$ cat config.mk
export PLATFORM = sky130hd
export DESIGN_NAME = color_channel_format_convert_core_flat
export DESIGN_NICKNAME = d
export VERILOG_FILES = /design/src/rtl/core/ccfc_pkg.sv /design/src/rtl/core/ccfc_in_if.sv /design/src/rtl/core/ccfc_out_if.sv /design/src/rtl/core/ccfc_lane.sv /design/src/rtl/core/ccfc_merge.sv /design/src/rtl/core/color_channel_format_convert_core.sv /design/src/flat_wrapper.sv
export SDC_FILE = /design/constraint.sdc
export NUM_CORES = 2
export LEC_CHECK = 0
export BUFFER_PORTS_ARGS = -buffer_cell sky130_fd_sc_hd__buf_4
export CAP_MARGIN = 20
export CORE_MARGIN = 4
export CORE_UTILIZATION = 50
export CTS_CLUSTER_DIAMETER = 100
export DETAILED_ROUTE_END_ITERATION = 6
export HOLD_SLACK_MARGIN = 0.1
export PLACE_DENSITY = 0.81
export REMOVE_ABC_BUFFERS = 1
export SLEW_MARGIN = 0
export SYNTH_ARGS = -nofsm -noshare
export SYNTH_HDL_FRONTEND = slang
export SYNTH_SLANG_ARGS = --single-unit
$ cat constraint.sdc
create_clock -name i_clk -period 10.8 [get_ports i_clk]
set_clock_uncertainty 0.1 [all_clocks]
set_input_delay 2.16 -clock i_clk [delete_from_list [all_inputs] [get_ports i_clk]]
set_output_delay 2.16 -clock i_clk [all_outputs]
set_load 0.05 [all_outputs]
$ cat src/rtl/core/ccfc_pkg.sv
package ccfc_pkg;

    typedef logic [1:0] t_fmt;

    localparam t_fmt FMT_BYTE  = 2'd0;
    localparam t_fmt FMT_SHORT = 2'd1;
    localparam t_fmt FMT_FLOAT = 2'd2;
    localparam t_fmt FMT_NONE  = 2'd3;

    localparam logic [1:0] CFG_SOURCE_FORMAT = 2'd0;
    localparam logic [1:0] CFG_TARGET_FORMAT = 2'd1;
    localparam logic [1:0] CFG_CHANNEL_COUNT = 2'd2;

    localparam logic [31:0] FLOAT_ONE  = 32'h3F80_0000;
    localparam logic [31:0] BYTE_MAX   = 32'd255;
    localparam logic [31:0] SHORT_MAX  = 32'd65535;
    localparam logic [8:0]  FLOAT_BIAS_SHIFT = 9'd150;

    typedef struct packed {
        t_fmt       src;
        t_fmt       dst;
        logic [2:0] cnt;
    } t_cfg;

    function automatic logic [3:0] clz16(input logic [15:0] v);
        logic [3:0] n;
        logic       found;
        n     = 4'd0;
        found = 1'b0;
        for (int b = 15; b >= 0; b--) begin
            if (!found && v[b]) begin
                n     = 4'(15 - b);
                found = 1'b1;
            end
        end
        return n;
    endfunction

endpackage

$ cat src/rtl/core/ccfc_in_if.sv
interface ccfc_in_if;
    logic        valid;
    logic        ready;
    logic [31:0] chan_in_0;
    logic [31:0] chan_in_1;
    logic [31:0] chan_in_2;
    logic [31:0] chan_in_3;

    modport source (output valid, output chan_in_0, output chan_in_1,
                    output chan_in_2, output chan_in_3, input ready);
    modport sink   (input valid, input chan_in_0, input chan_in_1,
                    input chan_in_2, input chan_in_3, output ready);
endinterface

$ cat src/rtl/core/ccfc_out_if.sv
interface ccfc_out_if;
    logic        valid;
    logic        ready;
    logic [31:0] chan_out_0;
    logic [31:0] chan_out_1;
    logic [31:0] chan_out_2;
    logic [31:0] chan_out_3;

    modport source (output valid, output chan_out_0, output chan_out_1,
                    output chan_out_2, output chan_out_3, input ready);
    modport sink   (input valid, input chan_out_0, input chan_out_1,
                    input chan_out_2, input chan_out_3, output ready);
endinterface

$ cat src/rtl/core/ccfc_lane.sv
module ccfc_lane (
    input  logic             i_clk,
    input  ccfc_pkg::t_cfg   i_cfg,
    input  logic             i_en1,
    input  logic             i_en2,
    input  logic [31:0]      i_raw,
    output logic [31:0]      o_res
);

    logic [7:0]  v8;
    logic [15:0] v16;
    logic [15:0] p16;
    logic [3:0]  lz;
    logic [63:0] stream;
    logic [31:0] i2f;
    logic [24:0] s2b;
    logic [39:0] prod;
    logic [23:0] mant;
    logic        wide;

    logic [31:0] n_simple, r_simple;
    logic        n_f2i, r_f2i;
    logic        n_zero, r_zero;
    logic        n_sat, r_sat;
    logic [39:0] r_prod;
    logic [7:0]  r_exp;
    logic        r_wide;

    logic [4:0]  k;
    logic [39:0] keep;
    logic        rb;
    logic        sticky;
    logic [24:0] rnd;
    logic [8:0]  sh;
    logic [31:0] ival;
    logic [31:0] n_res, r_res;

    always_comb begin
        v8     = i_raw[7:0];
        v16    = i_raw[15:0];
        p16    = (i_cfg.src == ccfc_pkg::FMT_SHORT) ? v16 : {v8, v8};
        lz     = ccfc_pkg::clz16(p16);
        stream = {p16, p16, p16, p16} << lz;
        if (p16 == 16'd0) begin
            i2f = 32'd0;
        end else if (p16 == 16'hFFFF) begin
            i2f = ccfc_pkg::FLOAT_ONE;
        end else begin
            i2f = {1'b0, 8'(8'd126 - {4'd0, lz}), stream[62:40]} + 32'(stream[39]);
        end
        s2b  = ({9'd0, v16} << 8) - {9'd0, v16} + 25'd255;
        wide = (i_cfg.dst == ccfc_pkg::FMT_SHORT);
        mant = {1'b1, i_raw[22:0]};
        prod = wide ? (({16'd0, mant} << 16) - {16'd0, mant})
                    : (({16'd0, mant} << 8) - {16'd0, mant});

        n_f2i    = 1'b0;
        n_simple = 32'd0;
        priority if (i_cfg.src == ccfc_pkg::FMT_BYTE) begin
            priority if (i_cfg.dst == ccfc_pkg::FMT_BYTE) n_simple = {24'd0, v8};
            else if (i_cfg.dst == ccfc_pkg::FMT_SHORT)   n_simple = {16'd0, v8, v8};
            else                                          n_simple = i2f;
        end else if (i_cfg.src == ccfc_pkg::FMT_SHORT) begin
            priority if (i_cfg.dst == ccfc_pkg::FMT_BYTE) n_simple = {24'd0, s2b[23:16]};
            else if (i_cfg.dst == ccfc_pkg::FMT_SHORT)   n_simple = {16'd0, v16};
            else                                          n_simple = i2f;
        end else begin
            priority if (i_cfg.dst == ccfc_pkg::FMT_BYTE || i_cfg.dst == ccfc_pkg::FMT_SHORT)
                n_f2i = 1'b1;
            else
                n_simple = i_raw;
        end

        n_zero = i_raw[31] || (i_raw[30:23] == 8'd0)
              || ((i_raw[30:23] == 8'hFF) && (i_raw[22:0] != 23'd0));
        n_sat  = (i_raw[30:0] >= ccfc_pkg::FLOAT_ONE[30:0]);
    end

    always_ff @(posedge i_clk) begin
        if (i_en1) begin
            r_simple <= n_simple;
            r_f2i    <= n_f2i;
            r_zero   <= n_zero;
            r_sat    <= n_sat;
            r_prod   <= prod;
            r_exp    <= i_raw[30:23];
            r_wide   <= wide;
        end
    end

    always_comb begin
        if (r_wide) k = r_prod[39] ? 5'd16 : 5'd15;
        else        k = r_prod[31] ? 5'd8 : 5'd7;
        keep   = r_prod >> k;
        rb     = r_prod[k - 5'd1];
        sticky = |(r_prod & ((40'd1 << (k - 5'd1)) - 40'd1));
        rnd    = {1'b0, keep[23:0]} + 25'(rb && (sticky || keep[0]));
        sh     = ccfc_pkg::FLOAT_BIAS_SHIFT - {1'b0, r_exp} - {4'd0, k};
        ival   = (sh > 9'd24) ? 32'd0 : 32'(rnd >> sh);
        if (!r_f2i)      n_res = r_simple;
        else if (r_zero) n_res = 32'd0;
        else if (r_sat)  n_res = r_wide ? ccfc_pkg::SHORT_MAX : ccfc_pkg::BYTE_MAX;
        else             n_res = ival;
    end

    always_ff @(posedge i_clk) begin
        if (i_en2) begin
            r_res <= n_res;
        end
    end

    assign o_res = r_res;

endmodule

$ cat src/rtl/core/ccfc_merge.sv
module ccfc_merge #(
    parameter int CHANNELS = 4
) (
    input  ccfc_pkg::t_cfg i_cfg,
    input  logic [31:0]    i_lane [4],
    output logic [31:0]    o_chan [4]
);

    logic [2:0] eff;
    logic       bad;

    always_comb begin
        eff = (i_cfg.cnt > 3'(CHANNELS)) ? 3'(CHANNELS) : i_cfg.cnt;
        bad = (i_cfg.src == ccfc_pkg::FMT_NONE) || (i_cfg.dst == ccfc_pkg::FMT_NONE);
        for (int c = 0; c < 4; c++) begin
            o_chan[c] = (!bad && (3'(c) < eff)) ? i_lane[c] : 32'd0;
        end
    end

endmodule

$ cat src/rtl/core/color_channel_format_convert_core.sv
// Color channel format converter, one pixel per request.
// Input channel i_in carries four raw 32-bit channels; output channel o_out
// carries four converted channels. Both use valid/ready; a request moves on
// a clock edge with valid and ready high.
// Configuration: pulse i_cfg_we with i_cfg_idx 0 (source format), 1 (target
// format) or 2 (channel count) and the value on i_cfg_wdata. Write only
// while no request is in flight.
// An accepted request is registered in the first stage, then in the second,
// whose valid drives o_out.valid. Throughput: one pixel per cycle while
// o_out is not stalled; each channel has its own lane with a two-stage
// pipeline (decode/scale product, then rounding and truncation).
// Reset (i_rst_n low, synchronous): pipeline emptied, source and target
// format byte, channel count four.
// Stall: when o_out.ready is low the output holds; the pipeline keeps
// accepting until both stages are full, then i_in.ready drops.
module color_channel_format_convert_core #(
    parameter int CHANNELS = 4
) (
    input  logic              i_clk,
    input  logic              i_rst_n,
    input  logic              i_cfg_we,
    input  logic [1:0]        i_cfg_idx,
    input  logic [2:0]        i_cfg_wdata,
    ccfc_in_if.sink           i_in,
    ccfc_out_if.source        o_out
);

    ccfc_pkg::t_cfg r_cfg;
    logic           r_v1, r_v2;
    logic           en1, en2;
    logic [31:0]    raw  [4];
    logic [31:0]    lane [4];
    logic [31:0]    chan [4];

    always_ff @(posedge i_clk) begin
        if (!i_rst_n) begin
            r_cfg.src <= ccfc_pkg::FMT_BYTE;
            r_cfg.dst <= ccfc_pkg::FMT_BYTE;
            r_cfg.cnt <= 3'd4;
        end else if (i_cfg_we) begin
            unique case (i_cfg_idx)
                ccfc_pkg::CFG_SOURCE_FORMAT: r_cfg.src <= i_cfg_wdata[1:0];
                ccfc_pkg::CFG_TARGET_FORMAT: r_cfg.dst <= i_cfg_wdata[1:0];
                ccfc_pkg::CFG_CHANNEL_COUNT: r_cfg.cnt <= i_cfg_wdata;
                default: ;
            endcase
        end
    end

    assign en2 = !r_v2 || o_out.ready;
    assign en1 = !r_v1 || en2;

    always_ff @(posedge i_clk) begin
        if (!i_rst_n) begin
            r_v1 <= 1'b0;
            r_v2 <= 1'b0;
        end else begin
            if (en1) r_v1 <= i_in.valid;
            if (en2) r_v2 <= r_v1;
        end
    end

    assign raw[0] = i_in.chan_in_0;
    assign raw[1] = i_in.chan_in_1;
    assign raw[2] = i_in.chan_in_2;
    assign raw[3] = i_in.chan_in_3;

    for (genvar g = 0; g < 4; g++) begin : g_lane
        if (g < CHANNELS) begin : g_on
            ccfc_lane u_lane (
                .i_clk (i_clk),
                .i_cfg (r_cfg),
                .i_en1 (en1),
                .i_en2 (en2),
                .i_raw (raw[g]),
                .o_res (lane[g])
            );
        end else begin : g_off
            assign lane[g] = 32'd0;
        end
    end

    ccfc_merge #(.CHANNELS(CHANNELS)) u_merge (
        .i_cfg  (r_cfg),
        .i_lane (lane),
        .o_chan (chan)
    );

    assign i_in.ready       = en1;
    assign o_out.valid      = r_v2;
    assign o_out.chan_out_0 = chan[0];
    assign o_out.chan_out_1 = chan[1];
    assign o_out.chan_out_2 = chan[2];
    assign o_out.chan_out_3 = chan[3];

`ifndef ASSERT_OFF
    a_reset_empty: assert property (@(posedge i_clk) !i_rst_n |=> !o_out.valid)
        else $error("output valid after reset");
    a_accept_fills: assert property (@(posedge i_clk) disable iff (!i_rst_n)
        i_in.valid && i_in.ready |=> r_v1)
        else $error("accepted request lost");
    a_full_blocks: assert property (@(posedge i_clk) disable iff (!i_rst_n)
        r_v1 && r_v2 && !o_out.ready |-> !i_in.ready)
        else $error("accepting while pipeline full");
    a_bad_zero: assert property (@(posedge i_clk) disable iff (!i_rst_n)
        o_out.valid && (r_cfg.src == ccfc_pkg::FMT_NONE || r_cfg.dst == ccfc_pkg::FMT_NONE)
        |-> o_out.chan_out_0 == 32'd0)
        else $error("unused format code gave nonzero channel");
`endif

endmodule
$ cat src/flat_wrapper.sv
// flat-port wrapper written by rule: the top's interface ports become plain ports
module color_channel_format_convert_core_flat 
#(
    parameter int CHANNELS = 4
)
  (i_clk, i_rst_n, i_cfg_we, i_cfg_idx, i_cfg_wdata, i_in_valid, i_in_chan_in_0, i_in_chan_in_1, i_in_chan_in_2, i_in_chan_in_3, i_in_ready, o_out_valid, o_out_chan_out_0, o_out_chan_out_1, o_out_chan_out_2, o_out_chan_out_3, o_out_ready);
  ccfc_in_if i_in_i ();
  ccfc_out_if o_out_i ();
  input  logic i_clk;
  input  logic i_rst_n;
  input  logic i_cfg_we;
  input  logic [1:0] i_cfg_idx;
  input  logic [2:0] i_cfg_wdata;
  input wire logic [$bits(i_in_i.valid)-1:0] i_in_valid;
  input wire logic [$bits(i_in_i.chan_in_0)-1:0] i_in_chan_in_0;
  input wire logic [$bits(i_in_i.chan_in_1)-1:0] i_in_chan_in_1;
  input wire logic [$bits(i_in_i.chan_in_2)-1:0] i_in_chan_in_2;
  input wire logic [$bits(i_in_i.chan_in_3)-1:0] i_in_chan_in_3;
  output wire logic [$bits(i_in_i.ready)-1:0] i_in_ready;
  output wire logic [$bits(o_out_i.valid)-1:0] o_out_valid;
  output wire logic [$bits(o_out_i.chan_out_0)-1:0] o_out_chan_out_0;
  output wire logic [$bits(o_out_i.chan_out_1)-1:0] o_out_chan_out_1;
  output wire logic [$bits(o_out_i.chan_out_2)-1:0] o_out_chan_out_2;
  output wire logic [$bits(o_out_i.chan_out_3)-1:0] o_out_chan_out_3;
  input wire logic [$bits(o_out_i.ready)-1:0] o_out_ready;
  assign i_in_i.valid = i_in_valid;
  assign i_in_i.chan_in_0 = i_in_chan_in_0;
  assign i_in_i.chan_in_1 = i_in_chan_in_1;
  assign i_in_i.chan_in_2 = i_in_chan_in_2;
  assign i_in_i.chan_in_3 = i_in_chan_in_3;
  assign i_in_ready = i_in_i.ready;
  assign o_out_valid = o_out_i.valid;
  assign o_out_chan_out_0 = o_out_i.chan_out_0;
  assign o_out_chan_out_1 = o_out_i.chan_out_1;
  assign o_out_chan_out_2 = o_out_i.chan_out_2;
  assign o_out_chan_out_3 = o_out_i.chan_out_3;
  assign o_out_i.ready = o_out_ready;
  color_channel_format_convert_core #(.CHANNELS(CHANNELS)) u_core (.i_clk(i_clk), .i_rst_n(i_rst_n), .i_cfg_we(i_cfg_we), .i_cfg_idx(i_cfg_idx), .i_cfg_wdata(i_cfg_wdata), .i_in(i_in_i), .o_out(o_out_i));
endmodule
==> key figures <==
Run status
  • Status: complete, but fails checks
  • Failing checks: DRC

STA
  • Hold WS: 0.4396 ns
  • Rel. slew slack: 0.1551
  • Tightest Pin Transition: 1.256 ns
  • RSZ-0062 raised after global routing: false
  • Final Cycle Share: 0.6817
  • Endpoints failing setup: 0
  • F_max: 0.1358 GHz
  • Minimum clock period: 7.363 ns
  • Hold Fails Final Rpt: 0
  • Final Slew Violations: 0

Power and ir drop
  • Switch Pwr: 2862 µW
  • PwrDens: 129.2 nW/µm²
  • Sequential Power Share: 0.330
  • LEAKAGE: 0.02207 µW
  • P_int: 4320 µW
  • Final Power: 7181 µW
  • Worst vdd ir: 0.0001161 V
  • Sw Share: 0.3985
  • Comb power frac: 0.408
  • Clock power frac: 0.262

Clock tree
  • Clk sinks: 467
  • Post-CTS Resized: 0
  • Worst-path clk slew: 0.07 ns
  • Skew-Pair Late Insertion Delay: 0.64 ns
  • Post-CTS Setup Bufs: 0
  • Num CTS Buffers: 53
  • H-tree levels: 2
  • Root buffer cell: clkbuf_16
  • CTS Buffer Depth: 3
  • TritonCTS clock tree: yes
  • CTS Hold Buffers Added: 0

Global routing
  • GRT Util Overall: 0.3410
  • First-pass GRT wire length: 288.4 mm
  • Initial antenna violation count: 12
  • Grt total ovfl: 0
  • Vias in the first global route: 47.20k
  • Pin count of the biggest net entering global routing: 86

Yosys
  • Synth Area in Simple Gates: 0.2168
  • Mux contribution to synthesized area: 0.07093
  • Distinct cells, synth: 123
  • Synth warn: 0
  • Synth area leaders: edfxtp_1 27%, ha_1 6.5%, mux2i_1 4.8%
  • Post-Synthesis Cell Area: 51020 µm²
  • Area fraction of the dominant cell type after synthesis: 0.2696
  • XOR/XNOR Fraction of Synth Area: 0.06266
  • Largest family of logic cells by synthesized area: compound AO/OA/AOI/OAI gates
  • Post-Synth Adder-Cell Area: 0.07573
  • Async SR Flop Fraction: 0
  • Post-synth top cells: 544 x nor2_1, 541 x nand2_1, 458 x edfxtp_1, 385 x a21oi_1, 368 x o21ai_0
  • Synth Area in Compound Gates: 0.2459
  • Top cell type by total area after synthesis: edfxtp_1
  • Avg Inst Size Synth: 8.186 µm²
  • Mapped Cells: 6232
  • Post-synth EDFFs: 458
  • Yosys reg bits: 467
  • Ys flop type: edfxtp_1
  • Top-count cell post-synth: nor2_1
  • Post-synthesis sequential area ratio: 0.2731

Worst setup path
  • R2R cell count: 21
  • Reg2reg end: u_core.g_lane[1].g_on.u_lane.o_res[6]
  • Max FO, Critical Path: 85
  • Critical path type: reg -> reg
  • Critical Path AT: 7.63 ns
  • CP Capture Type: flip-flop
  • Reg-to-Reg Start: u_core.g_lane[1].g_on.u_lane.r_wide
  • Required @ worst endpoint: 11.06 ns
  • Crit path cell chain: buf_12, nand2_2, clkinv_1, nor2_1, inv_1, ha_1, and3b_1, o21ai_0, nand4_1, o32ai_1, buf_4, ha_1, or3b_1, or4_1, or4_1, xnor2_1, nand2_1, a32oi_1, o31ai_1, a221oi_1, nor2_1
  • Top delay family on crit path: simple AND/OR/NAND/NOR gates
  • Crit path to: u_core.g_lane[1].g_on.u_lane.o_res[6]
  • Critical-path top delay cell: or4_1
  • CP Launch Point: u_core.g_lane[1].g_on.u_lane.r_wide
  • Setup crit start kind: flip-flop
  • Slowest stage delay, CP: 0.74 ns
  • Worst path buffer plus inverter count: 4
  • Number of cells on the critical path: 21
  • Register-to-register setup slack: 3.44 ns

Route
  • DR vias: 51.64k
  • Routed wire per std cell: 25.22 µm
  • Post-DRT Antenna Nets: 0
  • Metal2 WL: 85.42 mm
  • DRC: 16
  • Highest metal layer with signal wires: met5
  • Vias per std cell: 6.746
  • Router iterations before antenna repair: 7
  • Met3 WL post-DR: 19.65 mm
  • 1st-iter DRT viols: 7846
  • M1 WL: 79.33 mm
  • Final WL: 193.1 mm

Place
  • Post-DP Area: 53720 µm²
  • Placer Congestion: 0.9814
  • IO buf count: 267
  • DP Wirelength: 145.1 mm

Final layout
  • Area growth, synth to finish: 8.962%
  • Final net count: 6675
  • Fill cell count: 9366
  • Post-route cell area: 55590 µm²
  • Share of cells above drive strength 1: 0.1021

Floorplan
  • Die W: 327.4 µm
  • Starting density of the core: 0.5065
  • Die ar.: 107200 µm²
  • Num rows: 116
  • Die Y-Extent: 327.4 µm
  • CORE AREA: 100700 µm²
  • IO Pins: 268

Run
  • Max-capacitance violation count: 0

Worst hold path
  • Hold Path Depth: 1
  • Worst hold path class: reg -> reg
-- kinds of logic after synthesis --
group	after synthesis
compound gates	1852
xor+xnor	365
fa+ha+maj	292
buf+inv	695
flops	467
mux	338
simple gates	2223
-- layout make-up --
cell class | count | area, µm² | share of cell area
timing repair buffer | 341 | 2597 | 0.04673
clock buffer | 68 | 1435 | 0.02582
tap | 1357 | 1698 | 0.03054
clock inverter | 32 | 369.1 | 0.006640
antenna | 7 | 17.52 | 0.0003151
sequential | 467 | 13940 | 0.2507
inverter | 312 | 1177 | 0.02118
multi-input combinational | 5070 | 34360 | 0.6181
-- flip-flops by register name, summed over array words and instances (netlist names) --
name                                flops
u_core.g_lane.g_on.u_lane.r_sat         4
u_core.g_lane.g_on.u_lane.r_simple    128
u_core.r_v1                             1
u_core.g_lane.g_on.u_lane.r_wide        1
u_core.g_lane.g_on.u_lane.r_exp        32
u_core.r_cfg                            7
u_core.g_lane.g_on.u_lane.r_zero        4
u_core.g_lane.g_on.u_lane.o_res       128
u_core.g_lane.g_on.u_lane.r_f2i         1
u_core.o_out.valid                      1
u_core.g_lane.g_on.u_lane.r_prod      160
-- layout by cell type (no fill, tap or decap), types with 73 or more instances in the layout --
| master | n |
|---|---|
| xor2_1 | 89 |
| a211oi_1 | 94 |
| mux2i_1 | 247 |
| a21oi_1 | 385 |
| o21ai_0 | 367 |
| ha_1 | 264 |
| nand3_1 | 183 |
| and2_1 | 151 |
| edfxtp_1 | 458 |
| nand4_1 | 76 |
| nor2b_1 | 102 |
| buf_4 | 338 |
| and3_1 | 106 |
| nand2_1 | 538 |
| o211ai_1 | 80 |
| inv_1 | 284 |
| mux2_2 | 78 |
| nand2b_1 | 73 |
| a21o_1 | 79 |
| a31oi_1 | 110 |
| nor4_1 | 73 |
| nor3_1 | 166 |
| nor2_1 | 541 |
| xnor2_1 | 274 |
-- metal layers --
layer | GRT usage | vias up
li1 | - | 23370
met1 | 0.4690 | 24600
met4 | 0.1395 | 4
met3 | 0.06082 | 520
met5 | 0 | -
met2 | 0.5307 | 3145
-- how the worst min path moves through the flow --
stage	slack, ns	to	startpoint
finish	0.44	u_core.g_lane[2].g_on.u_lane.o_res[28]	u_core.g_lane[2].g_on.u_lane.r_simple[28]
global route	0.45	u_core.g_lane[1].g_on.u_lane.o_res[23]	u_core.g_lane[1].g_on.u_lane.r_simple[23]
CTS	0.44	u_core.g_lane[1].g_on.u_lane.o_res[23]	u_core.g_lane[1].g_on.u_lane.r_simple[23]
detailed placement	0.42	u_core.g_lane[1].g_on.u_lane.o_res[23]	u_core.g_lane[1].g_on.u_lane.r_simple[23]
global placement	0.41	u_core.g_lane[3].g_on.u_lane.o_res[30]	u_core.g_lane[3].g_on.u_lane.r_simple[30]
floorplan	0.36	u_core.o_out.valid	u_core.r_v1
-- worst reg2reg max path, cell delays in order (launching register included) --
cell and delay, ns:
edfxtp_1 0.54, buf_12 0.26, nand2_2 0.31, clkinv_1 0.35
nor2_1 0.41, inv_1 0.11, ha_1 0.37, and3b_1 0.24
o21ai_0 0.20, nand4_1 0.15, o32ai_1 0.32, buf_4 0.24
ha_1 0.20, or3b_1 0.46, or4_1 0.74, or4_1 0.54
xnor2_1 0.24, nand2_1 0.09, a32oi_1 0.60, o31ai_1 0.17
a221oi_1 0.38, nor2_1 0.09
-- power groups by stage --
stage / logic [µW] / registers (µW) / clock network [µW]
3_5_place_dp: 2830 / 2400 / 0
4_1_cts: 2840 / 2360 / 1900
2_1_floorplan: 1960 / 2340 / 0
6_report: 2930 / 2370 / 1880
3_3_place_gp: 2810 / 2390 / 0
5_1_grt: 3140 / 2380 / 1970
-- per-stage QoR --
stage / setup TNS, ns / instances / setup slack, ns / utilization
after floorplan: -0.8882 / 5849 / -0.8882 / -
after global placement: 0 / 7544 / 3.574 / 0.5333
after detailed placement: 0 / 7544 / 3.440 / 0.5333
after CTS: 0 / 7644 / 3.615 / 0.5512
after global routing: 0 / 7653 / 3.142 / 0.5518
final: 0 / 7654 / 3.437 / 0.5519
Note: power is estimated with default switching activity, not from simulation.
